### src/sv/cda_pkg.sv
`timescale 1ns / 1ps
package cda_pkg;

  // Calendar constants
  localparam int LeapCycle      = 400;
  localparam int DaysPerWeek    = 7;
  localparam int YearsPerDecade = 10;
  localparam int YearsCentury   = 100;
  localparam int YearsMillenium = 1000;
  localparam int MonthsPerYear  = 12;

  localparam logic [3:0] MON_JAN = 4'd1;
  localparam logic [3:0] MON_FEB = 4'd2;
  localparam logic [3:0] MON_APR = 4'd4;
  localparam logic [3:0] MON_JUN = 4'd6;
  localparam logic [3:0] MON_SEP = 4'd9;
  localparam logic [3:0] MON_NOV = 4'd11;
  localparam logic [3:0] MON_DEC = 4'd12;

  localparam logic [4:0] LEN_FEB      = 5'd28;
  localparam logic [4:0] LEN_FEB_LEAP = 5'd29;
  localparam logic [4:0] LEN_SHORT    = 5'd30;
  localparam logic [4:0] LEN_LONG     = 5'd31;

  localparam logic [8:0] R400_LAST = 9'(LeapCycle - 1);

  // Requested advance
  typedef enum logic [2:0] {
    ACT_DAYS       = 3'd0,
    ACT_WEEKS      = 3'd1,
    ACT_MONTHS     = 3'd2,
    ACT_YEARS      = 3'd3,
    ACT_DECADES    = 3'd4,
    ACT_CENTURY    = 3'd5,
    ACT_MILLENNIUM = 3'd6
  } action_t;

  // Work handed to the back end
  typedef enum logic [1:0] {
    OP_PASS   = 2'd0,
    OP_DAYS   = 2'd1,
    OP_MONTHS = 2'd2
  } op_t;

  typedef enum logic [1:0] {
    F_IDLE = 2'd0,
    F_MOD  = 2'd1,
    F_PUSH = 2'd2
  } front_state_t;

  typedef enum logic [1:0] {
    B_IDLE = 2'd0,
    B_RUN  = 2'd1,
    B_HOLD = 2'd2
  } back_state_t;

  // Control part of a queued command; year and count travel beside it
  typedef struct packed {
    op_t        op;
    logic       bad;
    logic [3:0] month;
    logic [4:0] day;
    logic [8:0] r400;
  } cmd_ctl_t;

  // Leap test from the year modulo 400
  function automatic logic is_leap(input logic [8:0] r400);
    logic not_century;
    not_century = (r400 != 9'd100) && (r400 != 9'd200) && (r400 != 9'd300);
    return (r400[1:0] == 2'b00) && not_century;
  endfunction

  function automatic logic [4:0] month_len(input logic leap, input logic [3:0] month);
    logic [4:0] len;
    case (month) inside
      MON_FEB:                            len = leap ? LEN_FEB_LEAP : LEN_FEB;
      MON_APR, MON_JUN, MON_SEP, MON_NOV: len = LEN_SHORT;
      default:                            len = LEN_LONG;
    endcase
    return len;
  endfunction

endpackage

### src/sv/cda_front.sv
`timescale 1ns / 1ps
module cda_front #(
  parameter int COUNT_WIDTH = 10,
  parameter int YEAR_WIDTH  = 16,
  parameter int IN_W        = 40,
  parameter int NW          = 13
) (
  input  logic                     clk,
  input  logic                     rst,
  input  logic                     s_tvalid,
  output logic                     s_tready,
  // action, count, start_year, start_month, start_day (from bit 0 up)
  input  logic [IN_W-1:0]          s_tdata,
  output logic                     push,
  input  logic                     full,
  output cda_pkg::cmd_ctl_t        cmd_ctl,
  output logic [YEAR_WIDTH-1:0]    cmd_year,
  output logic [NW-1:0]            cmd_count
);
  import cda_pkg::*;

  localparam int CntLo   = 3;
  localparam int YearLo  = CntLo + COUNT_WIDTH;
  localparam int MonLo   = YearLo + YEAR_WIDTH;
  localparam int DayLo   = MonLo + 4;
  localparam int SubShift = YEAR_WIDTH - 9;
  localparam logic [YEAR_WIDTH-1:0] SubInit = YEAR_WIDTH'(LeapCycle << SubShift);
  localparam logic [YEAR_WIDTH-1:0] SubLast = YEAR_WIDTH'(LeapCycle);

  front_state_t state, state_next;

  logic [2:0]             act;
  logic [COUNT_WIDTH-1:0] cnt;
  logic [YEAR_WIDTH-1:0]  year;
  logic [3:0]             month;
  logic [4:0]             day;
  logic [YEAR_WIDTH-1:0]  rem;
  logic [YEAR_WIDTH-1:0]  sub;

  logic                   accept;
  logic                   month_bad;
  logic [NW-1:0]          weeks_days;
  logic [COUNT_WIDTH+3:0] decade_years;

  assign accept = s_tvalid && s_tready;

  // Advance the control state
  always_ff @(posedge clk) begin
    if (rst) begin
      state <= F_IDLE;
    end else begin
      state <= state_next;
    end
  end

  // Latch the word, then reduce the year modulo 400 one subtract per cycle
  always_ff @(posedge clk) begin
    if (accept) begin
      act   <= s_tdata[2:0];
      cnt   <= s_tdata[YearLo-1:CntLo];
      year  <= s_tdata[MonLo-1:YearLo];
      month <= s_tdata[DayLo-1:MonLo];
      day   <= s_tdata[DayLo+4:DayLo];
      rem   <= s_tdata[MonLo-1:YearLo];
      sub   <= SubInit;
    end else if (state == F_MOD) begin
      if (rem >= sub) begin
        rem <= rem - sub;
      end
      sub <= sub >> 1;
    end
  end

  // Next state
  always_comb begin
    state_next = state;
    unique case (state)
      F_IDLE: if (s_tvalid) state_next = F_MOD;
      F_MOD:  if (sub == SubLast) state_next = F_PUSH;
      F_PUSH: if (!full) state_next = F_IDLE;
      default: state_next = F_IDLE;
    endcase
  end

  // Handshake outputs
  always_comb begin
    s_tready = 1'b0;
    push     = 1'b0;
    unique case (state)
      F_IDLE:  s_tready = 1'b1;
      F_MOD:   s_tready = 1'b0;
      F_PUSH:  push = !full;
      default: s_tready = 1'b0;
    endcase
  end

  // Classify the request into a command
  assign month_bad    = (month < MON_JAN) || (month > MON_DEC);
  assign weeks_days   = {cnt, 3'b000} - {3'b000, cnt};
  assign decade_years = {1'b0, cnt, 3'b000} + {3'b000, cnt, 1'b0};

  always_comb begin
    cmd_ctl.op    = OP_PASS;
    cmd_ctl.bad   = month_bad;
    cmd_ctl.month = month;
    cmd_ctl.day   = day;
    cmd_ctl.r400  = rem[8:0];
    cmd_year      = year;
    cmd_count     = '0;
    if (!month_bad) begin
      case (act)
        ACT_DAYS: begin
          cmd_ctl.op = OP_DAYS;
          cmd_count  = NW'(cnt);
        end
        ACT_WEEKS: begin
          cmd_ctl.op = OP_DAYS;
          cmd_count  = weeks_days;
        end
        ACT_MONTHS: begin
          cmd_ctl.op = OP_MONTHS;
          cmd_count  = NW'(cnt);
        end
        ACT_YEARS:      cmd_year = year + YEAR_WIDTH'(cnt);
        ACT_DECADES:    cmd_year = year + YEAR_WIDTH'(decade_years);
        ACT_CENTURY:    cmd_year = year + YEAR_WIDTH'(YearsCentury);
        ACT_MILLENNIUM: cmd_year = year + YEAR_WIDTH'(YearsMillenium);
        default:        cmd_year = year;
      endcase
    end
  end

endmodule

### src/sv/cda_fifo.sv
`timescale 1ns / 1ps
module cda_fifo #(
  parameter int WIDTH = 64
) (
  input  logic             clk,
  input  logic             rst,
  input  logic             push,
  input  logic [WIDTH-1:0] wdata,
  output logic             full,
  input  logic             pop,
  output logic [WIDTH-1:0] rdata,
  output logic             empty
);
  localparam int Depth = 2;

  logic [WIDTH-1:0] mem [Depth];
  logic [$clog2(Depth)-1:0]   wr_ptr;
  logic [$clog2(Depth)-1:0]   rd_ptr;
  logic [$clog2(Depth+1)-1:0] fill;

  assign full  = (fill == ($clog2(Depth+1))'(Depth));
  assign empty = (fill == '0);
  assign rdata = mem[rd_ptr];

  // Store the pushed word
  always_ff @(posedge clk) begin
    if (push) begin
      mem[wr_ptr] <= wdata;
    end
  end

  // Track pointers and fill level
  always_ff @(posedge clk) begin
    if (rst) begin
      wr_ptr <= '0;
      rd_ptr <= '0;
      fill   <= '0;
    end else begin
      if (push) wr_ptr <= wr_ptr + 1'b1;
      if (pop)  rd_ptr <= rd_ptr + 1'b1;
      if (push && !pop) begin
        fill <= fill + 1'b1;
      end else if (pop && !push) begin
        fill <= fill - 1'b1;
      end
    end
  end

  a_no_overflow: assert property (@(posedge clk) disable iff (rst) push |-> !full)
    else $error("queue pushed while full");
  a_no_underflow: assert property (@(posedge clk) disable iff (rst) pop |-> !empty)
    else $error("queue popped while empty");
  a_fill_bound: assert property (@(posedge clk) disable iff (rst)
    fill <= ($clog2(Depth+1))'(Depth))
    else $error("queue fill level out of range");

endmodule

### src/sv/cda_back.sv
`timescale 1ns / 1ps
module cda_back #(
  parameter int YEAR_WIDTH = 16,
  parameter int NW         = 13,
  parameter int OUT_W      = 32
) (
  input  logic                  clk,
  input  logic                  rst,
  input  logic                  empty,
  output logic                  pop,
  input  cda_pkg::cmd_ctl_t     cmd_ctl,
  input  logic [YEAR_WIDTH-1:0] cmd_year,
  input  logic [NW-1:0]         cmd_count,
  output logic                  m_tvalid,
  input  logic                  m_tready,
  // new_year, new_month, new_day, bad_month (from bit 0 up)
  output logic [OUT_W-1:0]      m_tdata
);
  import cda_pkg::*;

  localparam logic [NW-1:0] YearMonths = NW'(MonthsPerYear);

  back_state_t state, state_next;

  op_t                   op;
  logic                  bad;
  logic [YEAR_WIDTH-1:0] year, year_next;
  logic [3:0]            month, month_next;
  logic [4:0]            day, day_next;
  logic [8:0]            r400, r400_next;
  logic [NW-1:0]         left, left_next;

  logic                  finished;
  logic                  leap_cur;
  logic                  leap_inc;
  logic [8:0]            r400_inc;
  logic [YEAR_WIDTH-1:0] year_inc;
  logic [4:0]            len_cur;
  logic [4:0]            len_step;
  logic [4:0]            feb_len;
  logic [4:0]            gap;
  logic [NW-1:0]         gap_roll;
  logic [3:0]            month_inc;

  assign finished = (op == OP_PASS) || (left == '0);

  // Advance the control state
  always_ff @(posedge clk) begin
    if (rst) begin
      state <= B_IDLE;
    end else begin
      state <= state_next;
    end
  end

  // Load a command, then walk it
  always_ff @(posedge clk) begin
    if (pop) begin
      op    <= cmd_ctl.op;
      bad   <= cmd_ctl.bad;
      year  <= cmd_year;
      month <= cmd_ctl.month;
      day   <= cmd_ctl.day;
      r400  <= cmd_ctl.r400;
      left  <= cmd_count;
    end else if (state == B_RUN) begin
      year  <= year_next;
      month <= month_next;
      day   <= day_next;
      r400  <= r400_next;
      left  <= left_next;
    end
  end

  // Next state
  always_comb begin
    state_next = state;
    unique case (state)
      B_IDLE: if (!empty) state_next = B_RUN;
      B_RUN:  if (finished) state_next = B_HOLD;
      B_HOLD: if (m_tready) state_next = B_IDLE;
      default: state_next = B_IDLE;
    endcase
  end

  // Handshake outputs
  always_comb begin
    pop      = 1'b0;
    m_tvalid = 1'b0;
    unique case (state)
      B_IDLE:  pop = !empty;
      B_RUN:   m_tvalid = 1'b0;
      B_HOLD:  m_tvalid = 1'b1;
      default: m_tvalid = 1'b0;
    endcase
  end

  assign m_tdata = OUT_W'({bad, day, month, year});

  // Calendar facts for the current and the following year
  assign year_inc  = year + 1'b1;
  assign r400_inc  = ((year == '1) || (r400 == R400_LAST)) ? 9'd0 : r400 + 9'd1;
  assign leap_cur  = is_leap(r400);
  assign leap_inc  = is_leap(r400_inc);
  assign len_cur   = month_len(leap_cur, month);
  assign month_inc = (month == MON_DEC) ? MON_JAN : month + 4'd1;
  assign len_step  = month_len((month == MON_DEC) ? leap_inc : leap_cur, month_inc);
  assign feb_len   = month_len((month == MON_JAN) ? leap_cur : leap_inc, MON_FEB);
  assign gap       = len_cur - day;
  assign gap_roll  = NW'(gap) + 1'b1;

  // One step: a whole month of days, or a whole year or one month of months
  always_comb begin
    year_next  = year;
    month_next = month;
    day_next   = day;
    r400_next  = r400;
    left_next  = left;
    if (!finished) begin
      case (op)
        OP_DAYS: begin
          if ((day >= len_cur) || (left >= gap_roll)) begin
            // roll into the first of the next month
            month_next = month_inc;
            day_next   = 5'd1;
            if (month == MON_DEC) begin
              year_next = year_inc;
              r400_next = r400_inc;
            end
            left_next = (day >= len_cur) ? left - 1'b1 : left - gap_roll;
          end else begin
            day_next  = day + left[4:0];
            left_next = '0;
          end
        end
        OP_MONTHS: begin
          if (left >= YearMonths) begin
            // twelve steps pass one February exactly once
            year_next = year_inc;
            r400_next = r400_inc;
            day_next  = (day > feb_len) ? feb_len : day;
            left_next = left - YearMonths;
          end else begin
            month_next = month_inc;
            if (month == MON_DEC) begin
              year_next = year_inc;
              r400_next = r400_inc;
            end
            day_next  = (day > len_step) ? len_step : day;
            left_next = left - 1'b1;
          end
        end
        default: left_next = left;
      endcase
    end
  end

  a_progress: assert property (@(posedge clk) disable iff (rst)
    (state == B_RUN && !finished) |=> (left < $past(left)))
    else $error("date walk made no progress");
  a_month_range: assert property (@(posedge clk) disable iff (rst)
    (state == B_RUN && !bad) |-> ((month >= MON_JAN) && (month <= MON_DEC)))
    else $error("month left the range 1 to 12");
  a_pop_runs: assert property (@(posedge clk) disable iff (rst)
    pop |=> (state == B_RUN))
    else $error("popped command not started");

endmodule

### src/sv/calendar_date_advance.sv
`timescale 1ns / 1ps
// Channel | Dir | Fields (bit 0 up)
// s_*     | in  | tdata: action[3], count[COUNT_WIDTH], start_year[YEAR_WIDTH],
//         |     |        start_month[4], start_day[5], zero fill to bytes
// m_*     | out | tdata: new_year[YEAR_WIDTH], new_month[4], new_day[5],
//         |     |        bad_month[1], zero fill to bytes
//
// Front end accepts a word and reduces the year modulo 400 by repeated subtraction,
// then pushes into a two-entry queue.
// Back end crosses one month per step when adding days, adds a whole year or one month per
// step when adding months, and passes the year actions straight through. It hands off one
// command before it pops the next; its month walk sets the item rate.
// Reset (rst, synchronous) empties the queue and returns both ends to idle.
// A stalled output holds the back end; the front end keeps accepting until the queue fills.
module calendar_date_advance #(
  parameter int COUNT_WIDTH = 10,
  parameter int YEAR_WIDTH  = 16
) (
  input  logic             clk,
  input  logic             rst,
  input  logic             s_tvalid,
  output logic             s_tready,
  // action, count, start_year, start_month, start_day (from bit 0 up)
  input  logic [((3+COUNT_WIDTH+YEAR_WIDTH+9+7)/8)*8-1:0] s_tdata,
  output logic             m_tvalid,
  input  logic             m_tready,
  // new_year, new_month, new_day, bad_month (from bit 0 up)
  output logic [((YEAR_WIDTH+10+7)/8)*8-1:0] m_tdata
);
  import cda_pkg::*;

  localparam int InW   = ((3 + COUNT_WIDTH + YEAR_WIDTH + 9 + 7) / 8) * 8;
  localparam int OutW  = ((YEAR_WIDTH + 10 + 7) / 8) * 8;
  localparam int Nw    = COUNT_WIDTH + 3;
  localparam int CtlW  = $bits(cmd_ctl_t);
  localparam int QW    = CtlW + YEAR_WIDTH + Nw;

  logic                  push;
  logic                  full;
  logic                  pop;
  logic                  empty;
  cmd_ctl_t              f_ctl;
  logic [YEAR_WIDTH-1:0] f_year;
  logic [Nw-1:0]         f_count;
  logic [QW-1:0]         q_wdata;
  logic [QW-1:0]         q_rdata;
  cmd_ctl_t              b_ctl;
  logic [YEAR_WIDTH-1:0] b_year;
  logic [Nw-1:0]         b_count;

  cda_front #(
    .COUNT_WIDTH(COUNT_WIDTH),
    .YEAR_WIDTH (YEAR_WIDTH),
    .IN_W       (InW),
    .NW         (Nw)
  ) u_front (
    .clk      (clk),
    .rst      (rst),
    .s_tvalid (s_tvalid),
    .s_tready (s_tready),
    .s_tdata  (s_tdata),
    .push     (push),
    .full     (full),
    .cmd_ctl  (f_ctl),
    .cmd_year (f_year),
    .cmd_count(f_count)
  );

  // Pack commands through the queue
  assign q_wdata = {f_ctl, f_year, f_count};
  assign b_ctl   = q_rdata[QW-1 -: CtlW];
  assign b_year  = q_rdata[Nw +: YEAR_WIDTH];
  assign b_count = q_rdata[Nw-1:0];

  cda_fifo #(
    .WIDTH(QW)
  ) u_fifo (
    .clk  (clk),
    .rst  (rst),
    .push (push),
    .wdata(q_wdata),
    .full (full),
    .pop  (pop),
    .rdata(q_rdata),
    .empty(empty)
  );

  cda_back #(
    .YEAR_WIDTH(YEAR_WIDTH),
    .NW        (Nw),
    .OUT_W     (OutW)
  ) u_back (
    .clk      (clk),
    .rst      (rst),
    .empty    (empty),
    .pop      (pop),
    .cmd_ctl  (b_ctl),
    .cmd_year (b_year),
    .cmd_count(b_count),
    .m_tvalid (m_tvalid),
    .m_tready (m_tready),
    .m_tdata  (m_tdata)
  );

endmodule
### config.mk
export PLATFORM = sky130hd
export DESIGN_NAME = calendar_date_advance
export DESIGN_NICKNAME = d
export VERILOG_FILES = /design/src/sv/cda_pkg.sv /design/src/sv/cda_front.sv /design/src/sv/cda_fifo.sv /design/src/sv/cda_back.sv /design/src/sv/calendar_date_advance.sv
export SDC_FILE = /design/constraint.sdc
export NUM_CORES = 1
export LEC_CHECK = 0
export CAP_MARGIN = 20
export CORE_ASPECT_RATIO = 0.7
export CORE_MARGIN = 3
export CORE_UTILIZATION = 55
export DETAILED_ROUTE_END_ITERATION = 6
export DONT_BUFFER_PORTS = 1
export PLACE_DENSITY = 0.7
export SLEW_MARGIN = 20
export SYNTH_ARGS = -nofsm -noshare
export SYNTH_HDL_FRONTEND = slang
export SYNTH_HIERARCHICAL = 1
export SYNTH_SLANG_ARGS = --single-unit
### constraint.sdc
create_clock -name clk -period 18.2 [get_ports clk]
set_input_delay 5.46 -clock clk [delete_from_list [all_inputs] [get_ports clk]]
set_output_delay 5.46 -clock clk [all_outputs]
set_load 0.1 [all_outputs]
**Yosys cells after proc, flatten, opt, wreduce, memory -nomap -nowiden**

Memories as Yosys holds them, arrays and structs flattened. A register that Yosys moved wholly into a read port is not among the register bits.
Cells that the tools add are included.

- Output and inout bits: 34
- Input port bits: 44
- Bits in registers: 128
- Logic and storage cells: 207
- Memories kept: 1
- Bits in writable memories: 100

- Muxes and demuxes: 73
- $add $sub $neg: 20
- Reduce and logical (&&, ||, !) cells: 41
- Order comparisons: 8
- Eq/ne operators: 45

Memory list:

| name | words | width | read ports | clocked after Yosys merged registers in | wr ports | line | RTL |
|---|---|---|---|---|---|---|---|
| u_fifo.mem | 2 | 50 | 1 | 1 | 1 | cda_fifo.sv:16 | `logic [WIDTH-1:0] mem [Depth];` |

Operator list:

| kind | number |
|---|---|
| 16-bit 2-to-1 mux | 10 |
| 13-bit 2-to-1 mux | 7 |
| 16-bit one-hot mux with 4 select lines | 1 |
| 9-bit 2-to-1 mux | 7 |
| 13-bit one-hot mux with 2 select lines | 2 |
| 5-bit 2-to-1 mux | 9 |
| 16-bit one-hot mux with 2 select lines | 1 |
| 4-bit 2-to-1 mux | 6 |
| 4-bit equality test (second input constant) | 5 |
| 2-bit 2-to-1 mux | 9 |
| 9-bit by 7-bit != test with 1-bit output (second input constant) | 2 |
| 9-bit by 8-bit != test with 1-bit output (second input constant) | 2 |
| 9-bit != test (second input constant) | 2 |
| 9-bit one-hot mux with 2 select lines | 1 |
| 16-bit by 1-bit adder with 16-bit output (second input constant) | 1 |
| 16-bit by 10-bit adder with 16-bit output | 1 |
| 16-bit by 10-bit adder with 16-bit output (second input constant) | 1 |
| 16-bit by 14-bit adder with 16-bit output | 1 |
| 16-bit by 7-bit adder with 16-bit output (second input constant) | 1 |
| 16-bit equality test (second input constant) | 1 |
| 16-bit by 9-bit equality test with 1-bit output (second input constant) | 1 |
| 4-bit by 3-bit equality test with 1-bit output (second input constant) | 4 |
| 16-bit greater-or-equal comparator | 1 |
| 16-bit subtractor | 1 |
| 52 further kinds | 110 |

**Logic depth before layout (Yosys ltp)**

Gate-level depths: netlist (run 1).

- Depth in word-level cells: 17
- Gate-level depth with buffers: 24
- Depth with buffers taken out: 23

**Hierarchy**

Netlist (run 1), hierarchy kept.

Modules (own cells, without submodules):

| module | instances | area an instance (µm²) | cells each |
|---|---|---|---|
| cda_front | 1 | 6282.3 | 731 |
| cda_back | 1 | 4964.8 | 588 |
| cda_fifo | 1 | 3803.6 | 178 |

**Worst setup path before layout (run 1)**

OpenSTA, ideal clock, no wires.

- Path type: input -> register
- From: input s_tvalid
- To: register u_front.act[0] (enable)
- Arrival: 7.297 ns
- Path slack: 10.486 ns
- Buffers on the path: 2
- Cell stages on the path: 4
- Library setup time: 0.417 ns
- Path through: nand2_1 -> inv_1 -> clkbuf_1 -> clkbuf_1

- Cells in the longest elaborated chain, start to end: 1

RTL lines:

| what | line | RTL |
|---|---|---|
| start, declared | calendar_date_advance.sv:21 | `input logic s_tvalid,` |
| 1-bit logical AND | cda_front.sv:45 | `assign accept = s_tvalid && s_tready;` |
| net u_front.accept | cda_front.sv:40 | `logic accept;` |
| end signal, assigned | cda_front.sv:59 | `act <= s_tdata[2:0];` |
| end, declared | cda_front.sv:32 | `logic [2:0] act;` |

The timed path passes the listed nets, and every way through them passes these cells.
A chain may end at the register's enable or synchronous reset.

**Worst setup path in the final report (run 1)**

- From: register u_back.state[1]
- To: output m_tvalid

- Cells in the longest elaborated chain, start to end: 2

RTL lines:

| what | line | RTL |
|---|---|---|
| start, declared | cda_back.sv:23 | `back_state_t state, state_next;` |
| start signal, assigned | cda_back.sv:52 | `state <= state_next;` |
| 2-bit equality test | cda_back.sv:90 | `unique case (state)` |
| 1-bit 2-to-1 mux | cda_back.sv:90 |  |
| end, declared | calendar_date_advance.sv:25 | `output logic m_tvalid,` |

No other way between the ends.

==> impl_metrics.toml, run 1 <==
[grt]
antenna_found_initial = 1
grt_pass1_wl_um = 58600
grt_util_all_layers_pct = 25.1
grt_max_degree = 53
grt_pass1_vias = 10672
gr-total-overflow = 0

[sta]
drv_slew = 0
hold-worst-slack_ns = 0.452
skew_ns = 0.0242
period_share_pct = 39.8
tightest_slew_ns = 1.12
setup_viol_count_final = 0
finalSetupTns_ns = 0
period_needed_ns = 7.24
fmax_mhz = 138
setup_ws_ns = 10.96
max_slew_margin_pct = 25.3
final-hold-violation-count = 0
rsz0062_at_grt = "no"

[worst_setup_path]
cp_top_family = "simple AND/OR/NAND/NOR gates"
timing.rr.start = "u_back/month[0]"
critical_path.slowest_cell = "nor2b_2"
r2r_end = "u_back/year[12]"
path_cells = "nor2b_2"
cp-start-kind = "flip-flop"
worstPathBufferInverterCount = 0
cpPeakStageDelay_ns = 0.90
setup.worst_path.class = "flip-flop to output pin"
reg2reg_depth = 20
worst_ep_required_time_ns = 12.74
cp_data_arrival_time_ns = 1.78
worst-path-max-fanout = 3
cp-end-kind = "output pin"
r2r_slack_ns = 11.91

[clock_tree]
clkTransAtPathRegs_ns = 0.06
post_cts_resized = 0
clock_sinks = 229
htree_levels = 1
cts.path.max_buffers = 3
numCtsBuffers = 24
cts-hold-fix-buffers = 0
root_buffer = "clkbuf_16"
clk_latency_ns = 0.54
cts_setup_buffers = 0
cts_tree = "yes"

[finish]
fillCellCount = 2164
layout-drive-gt1-share_pct = 10.4
fin_util_pct = 61.1
fin_nets = 1601
syn_to_final_growth_pct = 6.73
multi_input_area_mm2 = 0.00780
seq_area_mm2 = 0.00663

[place]
dp_hpwl_um = 27600
dpl_worst_slack_ns = 10.75
portBuffers = 0
place.gp.congestion = 0.911

[floorplanning]
io_pins = 78
die_area_mm2 = 0.0294
start_util_pct = 57.2
die_h_um = 144
rows = 49
dieWidth_um = 204
core_area_mm2 = 0.0263

[synthesis]
synth_cells = 1497
synth_area_per_cell_um2 = 10.1
yosysUniqueCellTypes = 107
ys_seq_area_share_pct = 44.0
synth-warning-count = 6
synth_xor_area_share_pct = 4.19
synthAdderAreaFrac_pct = 8.51
ys_seq_elements = 229
synth_flop_cell = "edfxtp_1"
synth_top_family_by_area = "compound AO/OA/AOI/OAI gates"
synthMuxAreaShare_pct = 4.30
synth_compound_area_share_pct = 18.7
async_flop_share_pct = 0
synth_area_mm2 = 0.0151
yosys.area_share.simple_pct = 15.8
synth_edf_count = 204

[worst_hold_path]
hold_end = "u_fifo/mem[1][42]"
min_path_type = "flip-flop to flip-flop"
hold_start = "u_front/day[4]"
hold_path_depth = 0

[routing]
num_vias = 11532
ant_nets = 0
wl_per_cell_um = 20.3
drc_errors = 0
drtIter0Drc = 1117
via_per_inst = 6.28
wl_um = 37400
first_pass_iters = 6

[flow_run]
drv_cap = 0

[power_and_ir_drop]
power.density_mw_per_mm2 = 187
ir_drop_v = 0.000141
p_leak_nw = 5.77

[outcome]
status = "finished clean"
==> layer usage <==
metal,GRT usage (%),up-vias,wire length (um)
li1,-,5520,-
met1,38.4,5492,17800
met2,35.9,479,15000
met3,7.49,41,3970
met4,3.91,0,547
met5,0,-,0
==> synthesized netlist by cell type (16+ instances only) <==
master | n | share of area, %
o21a_1 | 20 | 1.0
a31oi_1 | 16 | 0.67
nor2b_1 | 18 | 0.75
o211ai_1 | 19 | 0.95
nand2_1 | 139 | 3.5
a21oi_1 | 101 | 3.4
buf_2 | 20 | 0.67
o21ai_0 | 87 | 2.9
or3_1 | 18 | 0.75
inv_1 | 63 | 1.6
nor3_1 | 32 | 1.1
edfxtp_1 | 204 | 41
buf_4 | 19 | 0.95
mux2_2 | 49 | 3.7
nand3_1 | 33 | 1.1
xor2_1 | 38 | 2.2
clkbuf_1 | 38 | 0.95
a21o_1 | 21 | 1.0
ha_1 | 80 | 6.7
dfxtp_1 | 25 | 3.3
xnor2_1 | 34 | 2.0
nor2_1 | 127 | 3.2
==> final cells by class <==
cell class              count  share of cell area [%]
multi-input cells        1126                    48.6
flip-flops and latches    229                    41.3
clock buffers              31                    4.15
well taps                 357                    2.78
inverters                  64                    1.50
repair buffers             18                   0.943
clock inverters            10                   0.802
diodes                      1                  0.0156
==> placed cells by master (no fill, tap or decap), types with 14 or more instances in the layout <==
| master | n |
|---|---|
| xor2_1 | 38 |
| inv_1 | 61 |
| edfxtp_1 | 204 |
| mux2_2 | 49 |
| a21oi_1 | 101 |
| nand2_1 | 139 |
| a31oi_1 | 16 |
| nor2_1 | 126 |
| xnor2_1 | 34 |
| o21ai_0 | 86 |
| o21a_1 | 20 |
| dfxtp_1 | 24 |
| nand3_1 | 33 |
| nor3_1 | 32 |
| nor2b_1 | 16 |
| a21o_1 | 21 |
| ha_1 | 80 |
| clkbuf_16 | 24 |
| buf_4 | 16 |
| o211ai_1 | 19 |
| a211oi_1 | 15 |
| or3_1 | 17 |
| fa_1 | 14 |
==> per-stage QoR <==
| stage | cells | area [um^2] | total power [mW] |
|---|---|---|---|
| finish | 1836 | 16100 | 3.00 |
| global route | 1836 | 16100 | 3.20 |
| CTS | 1833 | 16000 | 2.98 |
| detailed placement | 1792 | 15200 | 2.47 |
| global placement | 1792 | 15200 | 2.44 |
| floorplan | 1502 | 15100 | 2.15 |
==> flip-flops by register name, summed over array words and instances (netlist names), named ones only <==
register and flops:
u_back/year 16, u_fifo/mem 100, u_back/r400 9, u_back/day 5, u_front/act 3, u_back/month 4
u_front/sub 16, u_back/state 2, u_fifo/wr_ptr 1, u_front/day 5, u_fifo/rd_ptr 1, u_front/year 16
u_front/state 2, u_back/bad 1, u_front/rem 16, u_back/left 13, u_front/cnt 10, u_fifo/fill 2
u_front/month 4, u_back/op 2
==> power breakdown <==
part / internal [mW] / leakage (nW) / switching [mW] / total (mW)
combinational: 0.549 / 3.28 / 0.863 / 1.41
clock: 0.288 / 0.393 / 0.203 / 0.492
sequential: 0.761 / 2.10 / 0.338 / 1.10
total: 1.60 / 5.77 / 1.40 / 3.00
==> worst max path at each step <==
stage                                from         endpoint  slack (ns)  cells past startpoint
after floorplan                  s_tvalid   u_front/act[0]       10.49                      4
after global placement           s_tvalid  u_front/rem[13]       10.83                      8
after detailed placement         s_tvalid  u_front/rem[13]       10.75                      8
after CTS                 u_back/state[1]         m_tvalid       10.92                      1
after global routing      u_back/state[1]         m_tvalid       10.91                      1
final                     u_back/state[1]         m_tvalid       10.96                      1
==> cell families (layout without fill, tap and decap cells) <==
family | count (synthesis) | in the layout
xor+xnor | 72 | 72
compound gates | 418 | 418
fa+ha+maj | 94 | 94
other cells | 1 | 7
buf+inv | 147 | 123
flops | 229 | 229
mux | 58 | 58
simple gates | 478 | 478
Power figures use the tool's default switching activity.
==> run 2, diff against run 1 <==
PLACE_DENSITY = 0.73   (was 0.7)
clock period = 6.1 ns   (was 18.2 ns; I/O delays follow)
==> impl_metrics.toml, run 2 (synthesized netlist as in run 1, its figures left out) <==
[finish]
syn_to_final_growth_pct = 7.02
final_cell_mix = "204 x edfxtp_1, 139 x nand2_1, 126 x nor2_1"
postLayoutCellArea_mm2 = 0.0161
layout-drive-gt1-share_pct = 10.9
layout_commonest_cell = "edfxtp_1"
largest_register_ffs = 100
fin_nets = 1608
largest-register = "u_fifo/mem"

[clock_tree]
cts.path.max_buffers = 3
root_buffer = "clkbuf_16"
clkTransAtPathRegs_ns = 0.06
cts-hold-fix-buffers = 0
clock_sinks = 229
cts_setup_buffers = 0
numCtsBuffers = 24
clk_latency_ns = 0.54
htree_levels = 1
cts_tree = "yes"
post_cts_resized = 0

[worst_setup_path]
critical_path.slowest_cell = "edfxtp_1"
worst_ep_required_time_ns = 6.35
cpPeakStageDelay_ns = 0.65
path_cells = "nor4bb_1 > a31oi_1 > o21ai_0 > a21boi_0 > nand2b_1 > a21oi_1 > a21o_1 > ha_1 > fa_1 > inv_1 > ha_1 > xnor2_1 > xnor2_1 > ha_1 > o21a_1 > o31a_1 > o31ai_2 > nand2_1 > a21oi_1 > o21ai_2 > buf_4"
cp_data_arrival_time_ns = 5.91
r2r_end = "u_back/year[12]"
path_common_cell = "ha_1"
worst-path-max-fanout = 25
timing.rr.start = "u_back/r400[2]"
cp-end-kind = "flip-flop"
cp_top_family = "compound AO/OA/AOI/OAI gates"
r2r_slack_ns = 0.44
reg2reg_depth = 21
worstPathBufferInverterCount = 2
setup.worst_path.class = "flip-flop to flip-flop"
cp-start-kind = "flip-flop"

[grt]
grtUsageMet2_pct = 35.4
use_met3_pct = 7.24
grt_pass1_vias = 10679
gr-total-overflow = 0
met1_usage_pct = 40.3
grt_pass1_wl_um = 59800
antenna_found_initial = 3
grt_most_used_layer = "met1"
grt_max_degree = 53
grt_util_all_layers_pct = 25.7

[sta]
rsz0062_at_grt = "no"
tightest_slew_ns = 1.16
drv_slew = 0
finalSetupTns_ns = 0
skew_ns = 0.0248
max_slew_margin_pct = 22.7
fmax_mhz = 177
period_needed_ns = 5.66
period_share_pct = 92.8
setup_viol_count_final = 0
final-hold-violation-count = 0

[routing]
ant_nets = 0
wl_per_cell_um = 20.5
wl_um = 37800
drc_errors = 0
num_vias = 11707
via_per_inst = 6.34
drtIter0Drc = 1086
first_pass_iters = 6

[flow_run]
drv_cap = 0

[power_and_ir_drop]
combPwrFrac_pct = 48.2
p_clk_share_pct = 16.4
p_leak_nw = 5.79
ir_drop_v = 0.000363
p_sw_mw = 4.25
power_frac_seq_pct = 35.4
power.density_mw_per_mm2 = 561
sw_frac_of_total_pct = 47.0
power.internal_mw = 4.79

[floorplanning]
io_pins = 78
die_h_um = 144
dieWidth_um = 204
start_util_pct = 57.2
rows = 49
die_area_mm2 = 0.0294
core_area_mm2 = 0.0263

[worst_hold_path]
hold_start = "u_front/day[3]"
hold_end = "u_fifo/mem[1][41]"
min_path_type = "flip-flop to flip-flop"
hold_path_depth = 0

[place]
dp_hpwl_um = 27600
post_dp_cell_area_mm2 = 0.0153
place.gp.congestion = 0.935
portBuffers = 0

[outcome]
status = "finished clean"
[run 2: cell types whose count changed in the layout (fill, tap and decap cells not counted), moves of 2 or more]
cell	delta
clkbuf_1	-2
clkinv_2	-2
clkinv_1	+5
clkinv_8	+2
buf_4	+9
clkbuf_8	-4
[run 2: worst register-to-register path, delay by kind of cell, from the launching register on]
kind / cells / cell delay [ns]
AO/OA/AOI/OAI: 10 / 2.09
adder cells (fa/ha/maj): 4 / 1.38
flip-flops: 1 / 0.65
AND/OR/NAND/NOR: 3 / 0.59
buffers and inverters: 2 / 0.34
XOR/XNOR: 2 / 0.30
[run 2: how the worst max path moves through the flow]
stage                                from         endpoint  slack, ns  depth (start not counted)
after global routing       u_back/r400[2]  u_back/left[12]       0.11                         20
after global placement     u_back/r400[2]  u_back/year[11]       0.47                         21
final                      u_back/r400[2]  u_back/year[12]       0.44                         21
after CTS                  u_back/r400[2]   u_back/year[6]       0.30                         21
after floorplan           u_back/month[0]   u_back/r400[0]       0.15                         19
after detailed placement   u_back/r400[2]  u_back/year[13]       0.34                         21
[run 2: per-layer routing]
| metal | up-vias | wire [um] |
|---|---|---|
| met2 | 537 | 14800 |
| met3 | 44 | 4420 |
| li1 | 5548 | - |
| met1 | 5578 | 17900 |
| met4 | 0 | 719 |
| met5 | - | 0 |
[run 2: power groups by stage]
stage	clock, mW	sequential (mW)	combinational (mW)
floorplan	0	3.17	3.25
global placement	0	3.21	4.12
detailed placement	0	3.22	4.23
CTS	1.51	3.19	4.27
global route	1.58	3.26	4.81
finish	1.48	3.20	4.35
[run 2: cell type report]
cell class | instances | area, um^2
diodes | 2 | 5.00
clock buffers | 26 | 608
clock inverters | 18 | 189
fillers | 2167 | 10200
inverters | 64 | 240
multi-input cells | 1126 | 7800
flip-flops and latches | 229 | 6630
well taps | 357 | 447
repair buffers | 25 | 188
[run 2: metrics by stage]
stage	power, mW	utilization, %	hold slack, ns	worst slack [ns]	cells
after CTS	8.97	61.2	0.460	0.297	1845
after detailed placement	7.45	58.2	0.445	0.341	1801
after global placement	7.33	58.2	0.424	0.467	1801
after global routing	9.64	61.2	0.476	0.112	1847
final	9.04	61.2	0.456	0.439	1847
after floorplan	6.41	-	0.421	0.149	1502
